$ cat src/fpa_pkg.sv
// shared types, codes and microcode rom of the fit partition allocator
// no dependencies
package fpa_pkg;

    // command codes
    localparam logic [1:0] CMD_LOAD  = 2'd0;
    localparam logic [1:0] CMD_ALLOC = 2'd1;
    localparam logic [1:0] CMD_CLEAR = 2'd2;

    // fit modes
    localparam logic [1:0] FIT_FIRST = 2'd0;
    localparam logic [1:0] FIT_BEST  = 2'd1;
    localparam logic [1:0] FIT_WORST = 2'd2;

    // configuration register indexes
    localparam logic CFG_FIT_MODE = 1'b0;
    localparam logic CFG_BLOCKS   = 1'b1;

    localparam logic [19:0] WASTE_MAX = 20'hFFFFF;

    typedef struct packed {
        logic [1:0]  command;
        logic [3:0]  block_index;
        logic [15:0] item_size;
    } in_beat_t;

    typedef struct packed {
        logic        granted;
        logic [3:0]  granted_block;
        logic [15:0] block_waste;
        logic [19:0] total_waste;
        logic        any_failed;
        logic [15:0] request_number;
    } out_beat_t;

    // sequencer steps
    typedef logic [2:0] step_t;
    localparam step_t STEP_IDLE   = 3'd0;
    localparam step_t STEP_LOAD   = 3'd1;
    localparam step_t STEP_CLEAR  = 3'd2;
    localparam step_t STEP_INIT   = 3'd3;
    localparam step_t STEP_SCAN   = 3'd4;
    localparam step_t STEP_COMMIT = 3'd5;
    localparam step_t STEP_EMIT   = 3'd6;

    typedef enum logic [2:0] {
        JC_NEXT,
        JC_ALWAYS,
        JC_ACCEPT,
        JC_EMPTY,
        JC_SCAN_END,
        JC_OUT_FREE
    } jump_cond_t;

    typedef struct packed {
        logic       take_in;
        logic       mem_load;
        logic       totals_clear;
        logic       scan_init;
        logic       scan_step;
        logic       commit;
        logic       emit;
        jump_cond_t cond;
        step_t      target;
    } ucode_t;

    function automatic ucode_t ucode_rom(input step_t step);
        ucode_t w;
        w = '0;
        w.cond = JC_NEXT;
        w.target = STEP_IDLE;
        case (step)
            STEP_IDLE:
            begin
                w.take_in = 1'b1;
                w.cond    = JC_ACCEPT;
            end
            STEP_LOAD:
            begin
                w.mem_load = 1'b1;
                w.cond     = JC_ALWAYS;
                w.target   = STEP_EMIT;
            end
            STEP_CLEAR:
            begin
                w.totals_clear = 1'b1;
                w.cond         = JC_ALWAYS;
                w.target       = STEP_EMIT;
            end
            STEP_INIT:
            begin
                w.scan_init = 1'b1;
                w.cond      = JC_EMPTY;
                w.target    = STEP_COMMIT;
            end
            STEP_SCAN:
            begin
                w.scan_step = 1'b1;
                w.cond      = JC_SCAN_END;
                w.target    = STEP_COMMIT;
            end
            STEP_COMMIT:
            begin
                w.commit = 1'b1;
                w.cond   = JC_NEXT;
            end
            STEP_EMIT:
            begin
                w.emit   = 1'b1;
                w.cond   = JC_OUT_FREE;
                w.target = STEP_IDLE;
            end
            default:
            begin
                w.cond   = JC_ALWAYS;
                w.target = STEP_IDLE;
            end
        endcase
        return w;
    endfunction

endpackage

$ cat src/fit_partition_allocator_unit.sv
// allocate: an accepted item passes the init step, the scan loop over min(blocks_in_use,
// NUM_PARTITIONS) entries (one table read per cycle), the commit step and the emit step;
// load and clear pass their own step, then emit; an unused command code goes straight to emit
// a new item is taken only in the idle step, also while a result beat waits in the output reg
// reset: partition table reads as all zero (per-entry valid bits), totals, flag and
// request count cleared, fit_mode = first fit, blocks_in_use = 16
module fit_partition_allocator_unit
    import fpa_pkg::*;
#(
    parameter int NUM_PARTITIONS = 16,
    parameter int SIZE_BITS      = 16
)
(
    input  logic      clk,
    input  logic      rst_n,

    input  logic      in_valid,
    output logic      in_stall,
    input  in_beat_t  in_data,

    output logic      out_valid,
    input  logic      out_stall,
    output out_beat_t out_data,

    input  logic      cfg_write_en,
    input  logic      cfg_index,
    input  logic [4:0] cfg_data
);

    localparam int IDX_W = (NUM_PARTITIONS > 1) ? $clog2(NUM_PARTITIONS) : 1;
    localparam int CNT_W = $clog2(NUM_PARTITIONS + 1);
    localparam int LIM_W = (CNT_W > 5) ? CNT_W : 5;
    localparam int SUM_W = ((SIZE_BITS > 20) ? SIZE_BITS : 20) + 1;

    // sequencer
    step_t      step_reg;
    step_t      step_next;
    ucode_t     ucode;
    logic       in_fire;
    logic       out_free;
    logic       emit_fire;
    step_t      dispatch_step;

    // configuration
    logic [1:0] fit_mode_reg;
    logic [4:0] blocks_in_use_reg;
    logic [LIM_W-1:0] blocks_wide;
    logic [LIM_W-1:0] limit;

    // latched item
    logic [3:0]           idx_reg;
    logic [SIZE_BITS-1:0] size_reg;
    logic [31:0]          in_size_wide;
    logic [31:0]          idx_wide;
    logic                 idx_in_range;

    // partition table: payload memory plus valid bits
    logic [SIZE_BITS-1:0] mem [NUM_PARTITIONS];
    logic [NUM_PARTITIONS-1:0] vld_reg;
    logic [IDX_W-1:0]     wr_addr;
    logic [IDX_W-1:0]     rd_addr;
    logic [SIZE_BITS-1:0] rd_data_reg;
    logic                 rd_vld_reg;
    logic                 mem_we;

    // scan state
    logic [LIM_W-1:0]     ptr_reg;
    logic [LIM_W-1:0]     cmp_reg;
    logic                 have_reg;
    logic [SIZE_BITS-1:0] best_size_reg;
    logic [IDX_W-1:0]     best_idx_reg;
    logic [SIZE_BITS-1:0] cand;
    logic                 better;
    logic                 take;
    logic                 scan_end;

    // commit arithmetic
    logic [SIZE_BITS-1:0] left;
    logic [31:0]          left_wide;
    logic [31:0]          best_idx_wide;
    logic [SUM_W-1:0]     sum_wide;
    logic [19:0]          waste_sat;

    // totals and result
    logic [19:0] waste_sum_reg;
    logic        failure_reg;
    logic [15:0] req_count_reg;
    logic        res_granted_reg;
    logic [3:0]  res_block_reg;
    logic [15:0] res_waste_reg;
    logic        out_valid_reg;
    out_beat_t   out_data_reg;

    assign ucode     = ucode_rom(step_reg);
    assign in_stall  = !ucode.take_in;
    assign in_fire   = in_valid && ucode.take_in;
    assign out_free  = !out_valid_reg || !out_stall;
    assign emit_fire = ucode.emit && out_free;

    assign out_valid = out_valid_reg;
    assign out_data  = out_data_reg;

    // search count saturates at the table size
    assign blocks_wide = LIM_W'(blocks_in_use_reg);
    assign limit = (blocks_wide > LIM_W'(NUM_PARTITIONS)) ? LIM_W'(NUM_PARTITIONS)
                                                            : blocks_wide;

    assign in_size_wide = 32'(in_data.item_size);
    assign idx_wide     = 32'(idx_reg);
    assign idx_in_range = idx_wide < 32'(NUM_PARTITIONS);
    assign wr_addr      = idx_wide[IDX_W-1:0];
    assign mem_we       = ucode.mem_load && idx_in_range;

    // first word of the scan reads entry zero; past the end reads a harmless entry
    always_comb
    begin
        if (ucode.scan_init || ptr_reg >= LIM_W'(NUM_PARTITIONS))
        begin
            rd_addr = '0;
        end
        else
        begin
            rd_addr = ptr_reg[IDX_W-1:0];
        end
    end

    // an entry never loaded, or already granted, reads as size zero
    assign cand = rd_vld_reg ? rd_data_reg : '0;

    always_comb
    begin
        case (fit_mode_reg)
            FIT_BEST:  better = cand < best_size_reg;
            FIT_WORST: better = cand > best_size_reg;
            default:   better = 1'b0;
        endcase
    end

    assign take     = (cand >= size_reg) && (!have_reg || better);
    assign scan_end = (cmp_reg + LIM_W'(1)) == limit;

    assign left          = best_size_reg - size_reg;
    assign left_wide     = 32'(left);
    assign best_idx_wide = 32'(best_idx_reg);
    assign sum_wide      = SUM_W'(waste_sum_reg) + SUM_W'(left);
    assign waste_sat     = (sum_wide > SUM_W'(WASTE_MAX)) ? WASTE_MAX : sum_wide[19:0];

    always_comb
    begin
        case (in_data.command)
            CMD_LOAD:  dispatch_step = STEP_LOAD;
            CMD_ALLOC: dispatch_step = STEP_INIT;
            CMD_CLEAR: dispatch_step = STEP_CLEAR;
            default:   dispatch_step = STEP_EMIT;
        endcase
    end

    // next step from the jump condition of the current control word
    always_comb
    begin
        case (ucode.cond)
            JC_NEXT:     step_next = step_t'(step_reg + 3'd1);
            JC_ALWAYS:   step_next = ucode.target;
            JC_ACCEPT:   step_next = in_fire ? dispatch_step : step_reg;
            JC_EMPTY:    step_next = (limit == '0) ? ucode.target : step_t'(step_reg + 3'd1);
            JC_SCAN_END: step_next = scan_end ? ucode.target : step_reg;
            JC_OUT_FREE: step_next = out_free ? ucode.target : step_reg;
            default:     step_next = STEP_IDLE;
        endcase
    end

    // control state and registered outputs
    always_ff @(posedge clk or negedge rst_n)
    begin
        if (!rst_n)
        begin
            step_reg          <= STEP_IDLE;
            fit_mode_reg      <= FIT_FIRST;
            blocks_in_use_reg <= 5'd16;
            vld_reg           <= '0;
            waste_sum_reg     <= '0;
            failure_reg       <= 1'b0;
            req_count_reg     <= '0;
            res_granted_reg   <= 1'b0;
            have_reg          <= 1'b0;
            ptr_reg           <= '0;
            cmp_reg           <= '0;
            out_valid_reg     <= 1'b0;
        end
        else
        begin
            step_reg <= step_next;

            if (cfg_write_en)
            begin
                case (cfg_index)
                    CFG_FIT_MODE: fit_mode_reg      <= cfg_data[1:0];
                    CFG_BLOCKS:   blocks_in_use_reg <= cfg_data;
                    default:      fit_mode_reg      <= fit_mode_reg;
                endcase
            end

            if (in_fire)
            begin
                res_granted_reg <= 1'b0;
            end

            if (mem_we)
            begin
                vld_reg[wr_addr] <= 1'b1;
            end

            if (ucode.totals_clear)
            begin
                waste_sum_reg <= '0;
                failure_reg   <= 1'b0;
                req_count_reg <= '0;
            end

            if (ucode.scan_init)
            begin
                ptr_reg       <= LIM_W'(1);
                cmp_reg       <= '0;
                have_reg      <= 1'b0;
                req_count_reg <= req_count_reg + 16'd1;
            end

            if (ucode.scan_step)
            begin
                ptr_reg <= ptr_reg + LIM_W'(1);
                cmp_reg <= cmp_reg + LIM_W'(1);
                if (take)
                begin
                    have_reg <= 1'b1;
                end
            end

            if (ucode.commit)
            begin
                if (have_reg)
                begin
                    res_granted_reg       <= 1'b1;
                    waste_sum_reg         <= waste_sat;
                    vld_reg[best_idx_reg] <= 1'b0;
                end
                else
                begin
                    failure_reg <= 1'b1;
                end
            end

            // a new beat replaces the one taken at this edge
            if (emit_fire)
            begin
                out_valid_reg <= 1'b1;
            end
            else if (!out_stall)
            begin
                out_valid_reg <= 1'b0;
            end
        end
    end

    // payload registers, no reset
    always_ff @(posedge clk)
    begin
        if (in_fire)
        begin
            idx_reg       <= in_data.block_index;
            size_reg      <= in_size_wide[SIZE_BITS-1:0];
            res_block_reg <= '0;
            res_waste_reg <= '0;
        end

        if (ucode.scan_step && take)
        begin
            best_size_reg <= cand;
            best_idx_reg  <= cmp_reg[IDX_W-1:0];
        end

        if (ucode.commit && have_reg)
        begin
            res_block_reg <= best_idx_wide[3:0];
            res_waste_reg <= left_wide[15:0];
        end

        if (emit_fire)
        begin
            out_data_reg.granted        <= res_granted_reg;
            out_data_reg.granted_block  <= res_block_reg;
            out_data_reg.block_waste    <= res_waste_reg;
            out_data_reg.total_waste    <= waste_sum_reg;
            out_data_reg.any_failed     <= failure_reg;
            out_data_reg.request_number <= req_count_reg;
        end
    end

    // partition table memory, one write and one registered read port
    always_ff @(posedge clk)
    begin
        if (mem_we)
        begin
            mem[wr_addr] <= size_reg;
        end
        rd_data_reg <= mem[rd_addr];
        rd_vld_reg  <= vld_reg[rd_addr];
    end

endmodule

$ cat config.mk
export PLATFORM = sky130hd
export DESIGN_NAME = fit_partition_allocator_unit
export DESIGN_NICKNAME = d
export VERILOG_FILES = /design/src/fpa_pkg.sv /design/src/fit_partition_allocator_unit.sv
export SDC_FILE = /design/constraint.sdc
export NUM_CORES = 1
export LEC_CHECK = 0
export ABC_CLOCK_PERIOD_IN_PS = 12280
export BUFFER_PORTS_ARGS = -buffer_cell sky130_fd_sc_hd__buf_2
export CAP_MARGIN = 20
export CORE_ASPECT_RATIO = 0.75
export CORE_MARGIN = 3
export CORE_UTILIZATION = 65
export CTS_CLUSTER_SIZE = 30
export DETAILED_ROUTE_END_ITERATION = 8
export PLACE_DENSITY = 0.81
export SYNTH_ARGS = -nofsm -noshare
export SYNTH_HDL_FRONTEND = slang
export SYNTH_SLANG_ARGS = --single-unit
$ cat constraint.sdc
create_clock -name clk -period 12.28 [get_ports clk]
set_input_delay 0.614 -clock clk [delete_from_list [all_inputs] [get_ports clk]]
set_output_delay 0.614 -clock clk [all_outputs]
set_load 0.02 [all_outputs]
==> flow_metrics.py <==
metrics = {
    "outcome": {
        "status": "complete, no violations",
    },
    "cells_and_area": {
        "drive_gt1_frac": 0.167,
        "final_core_util": 0.751,
        "largest_reg_flops": 256,
        "diodes": 0,
        "syn_to_final_growth_pct": 11.9,
        "nets": 1602,
    },
    "sta": {
        "setup_viol": 0,
        "tns_ns": 0,
        "max_freq_ghz": 0.198,
        "skew_ns": 0.0202,
        "grt_setup_unrepaired": "false",
        "max_slew_margin": 0.341,
        "slew_viol_final": 0,
        "fin_crit_ns": 5.06,
        "finalCritPeriodShare": 0.412,
        "finalHoldViolations": 0,
        "hold_slack_ns": 0.232,
        "worst_pin_slew_ns": 0.988,
    },
    "route": {
        "drc": 0,
        "wl_per_cell_um": 23.9,
        "vias_per_cell": 6.47,
        "wirelength_um": 45800,
        "dr.pass1.iters": 5,
        "drtAntennaViolNets": 0,
        "drtIter0Drc": 1554,
        "vias": 12400,
    },
    "clock_network": {
        "cts_hold_buf": 0,
        "cts_tree": "done",
        "clock_latency_ns": 0.55,
        "ctsLongestPathBuffers": 3,
        "cts_made_buffers": 43,
        "htreeDepth": 2,
        "cts-root-buf": "clkbuf_16",
        "clock_sinks": 467,
        "postCtsSetupRepairBufs": 0,
        "post_cts_resized": 0,
        "clkTransAtPathRegs_ns": 0.07,
    },
    "worst_setup_path": {
        "worst_path_max_delay_cell": "edfxtp_1",
        "end_kind": "flop",
        "timing.rr.start": "size_reg[1]",
        "cpPeakStageDelay_ns": 0.67,
        "criticalPathCategory": "reg2reg",
        "regToRegSetupSlack_ns": 7.22,
        "r2r_end": "waste_sum_reg[17]",
        "crit_path_start_kind": "flop",
        "critPathRequiredTime_ns": 12.70,
        "cp_max_fo": 17,
        "cp.arrival_ns": 5.48,
        "crit_chain": "inv_1 -> ha_1 -> nor2b_1 -> o31ai_1 -> a31oi_1 -> a31oi_1 -> a21oi_1 -> a31oi_1 -> xnor2_1 -> ha_1 -> a21oi_1 -> o21ai_0 -> a21o_1 -> a31oi_1 -> nand2b_1 -> and4_4 -> a211oi_2",
        "crit_path_frequent_cell": "a31oi_1",
        "r2r_cells": 17,
    },
    "synth": {
        "synth.largest_area_cell": "edfxtp_1",
        "syn_inst": 1383,
        "synth_area_mm2": 0.0198,
        "ys_seq_area_frac": 0.679,
        "synth_seq_cells": 467,
        "async_reset_ff_frac": 0.163,
        "yosysTopAreaCellShare": 0.566,
        "synthDistinctLibCells": 75,
        "synth_nets": 1494,
        "synth_edf_count": 374,
        "syn_avg_cell_area_um2": 14.4,
        "synth_ff_type": "edfxtp_1",
        "yosys-top-cells-area": "edfxtp_1, dfrtp_1, ha_1",
        "yosys_warnings": 0,
    },
    "global_route": {
        "gr-total-overflow": 0,
        "antenna_found_initial": 0,
        "grt_pass1_vias": 12100,
        "grtUsageTotal": 0.282,
        "grt_pass1_wl_um": 70700,
        "grt_max_degree": 77,
    },
    "power_and_ir_drop": {
        "leakage_nw": 8.23,
        "powerDensity_mw_per_mm2": 222,
        "peakVddDrop_mv": 0.230,
    },
    "floorplan": {
        "core_mm2": 0.0296,
        "start_util": 0.671,
        "ios": 93,
        "die_w_um": 208,
        "num_rows": 54,
        "dieHeight_um": 157,
        "dieArea_mm2": 0.0327,
    },
    "job": {
        "maxCapViolCount": 0,
    },
    "placement": {
        "io_buffers": 92,
        "gp_congestion": 0.915,
        "place.detailed.hpwl_um": 28800,
    },
    "hold_path": {
        "hold_path_class": "in2async",
    },
}
==> synth_stat cells, drive strengths merged, types with 17 or more instances <==
cell type / n
buf: 20
clkbuf: 35
ha: 76
o221ai: 35
dfrtp: 75
nand3: 37
inv: 58
o22ai: 38
o211ai: 25
and2: 38
xnor2: 17
nor3: 17
a21oi: 55
a31oi: 24
dfxtp: 17
o21ai: 121
edfxtp: 374
nor2: 72
nand2: 76
mux4: 34
==> critical path, delay by kind of cell (launching register included) <==
| kind | cells | cell delay, ns |
|---|---|---|
| flip-flops | 1 | 0.67 |
| AND/OR/NAND/NOR | 3 | 1.10 |
| AO/OA/AOI/OAI | 10 | 2.13 |
| XOR/XNOR | 1 | 0.18 |
| adder cells (fa/ha/maj) | 2 | 0.65 |
| buffers and inverters | 1 | 0.20 |
==> cell families after synthesis <==
group	after synthesis	synth area share
mux	47	0.0458
flops	467	0.679
xor+xnor	31	0.0137
simple gates	284	0.0692
compound gates	363	0.119
fa+ha+maj	78	0.0499
buf+inv	113	0.0240
==> worst max path at each step <==
stage / startpoint / to / slack, ns / depth (start not counted)
after floorplan: step_reg[0] / out_data[0] / 7.99 / 5
after global placement: size_reg[0] / waste_sum_reg[17] / 7.55 / 17
after detailed placement: size_reg[1] / waste_sum_reg[17] / 7.39 / 17
after CTS: size_reg[1] / waste_sum_reg[17] / 7.37 / 17
after global routing: size_reg[1] / waste_sum_reg[17] / 6.96 / 17
final: size_reg[1] / waste_sum_reg[17] / 7.22 / 17
==> metal layers <==
layer | track usage | vias to the layer above | part of all wire
met5 | 0 | - | 0
met4 | 0.0799 | 0 | 0.022
met3 | 0.0538 | 94 | 0.10
met2 | 0.424 | 604 | 0.45
met1 | 0.431 | 6138 | 0.43
li1 | - | 5568 | -
==> placed cells by master (no fill, tap or decap), types with 3 or more instances in the layout <==
cell | netlist | layout
a21oi_1 | 55 | 54
buf_2 | 11 | 91
nor2_1 | 70 | 69
nand2b_1 | 6 | 6
o211ai_1 | 25 | 25
nand4_1 | 11 | 11
and2_1 | 36 | 35
ha_1 | 76 | 76
xnor2_1 | 17 | 17
dfrtp_1 | 75 | 75
clkinvlp_4 | 0 | 3
nor2b_1 | 12 | 12
clkbuf_16 | 0 | 43
bufinv_16 | 0 | 3
o21ai_0 | 91 | 91
a211oi_1 | 7 | 7
clkbuf_8 | 0 | 9
mux2i_1 | 6 | 6
o21a_1 | 14 | 13
o21ai_1 | 30 | 30
xor2_1 | 14 | 14
inv_1 | 56 | 56
clkbuf_1 | 35 | 13
a21o_1 | 15 | 15
o221ai_1 | 35 | 35
dfxtp_1 | 17 | 17
and4_1 | 3 | 3
nand3_1 | 36 | 36
mux2_2 | 5 | 5
o31ai_1 | 4 | 4
edfxtp_1 | 374 | 374
clkinv_2 | 0 | 6
or4_1 | 3 | 3
nor3_2 | 0 | 4
mux4_2 | 34 | 34
nand2_1 | 75 | 74
o22ai_1 | 37 | 37
nor3_1 | 17 | 13
buf_4 | 6 | 26
a31oi_1 | 23 | 23
==> metrics by stage <==
stage / power, mW / setup WS (ns) / instance area (um2) / std cells
floorplan: 3.19 / 7.99 / 19800 / 1383
CTS: 4.93 / 7.37 / 22200 / 1915
finish: 4.93 / 7.22 / 22200 / 1916
global placement: 3.55 / 7.55 / 20800 / 1837
global route: 5.18 / 6.96 / 22200 / 1916
detailed placement: 3.61 / 7.39 / 20800 / 1837
==> layout make-up <==
type                    count  area (um2)
clock inverters            13         151
inverters                  58         225
clock buffers              65        1250
fillers                  1807        7380
well taps                 392         490
repair buffers            118         678
multi-input cells         803        5950
flip-flops and latches    467       13500
==> report_power, final <==
part           internal (mW)  leakage, nW  switching (mW)
logic                  0.565         3.00           0.933
clock network          0.767        0.681           0.553
registers               1.97         4.55           0.150
total                   3.30         8.23            1.64
(Power assumes the default switching activity.)
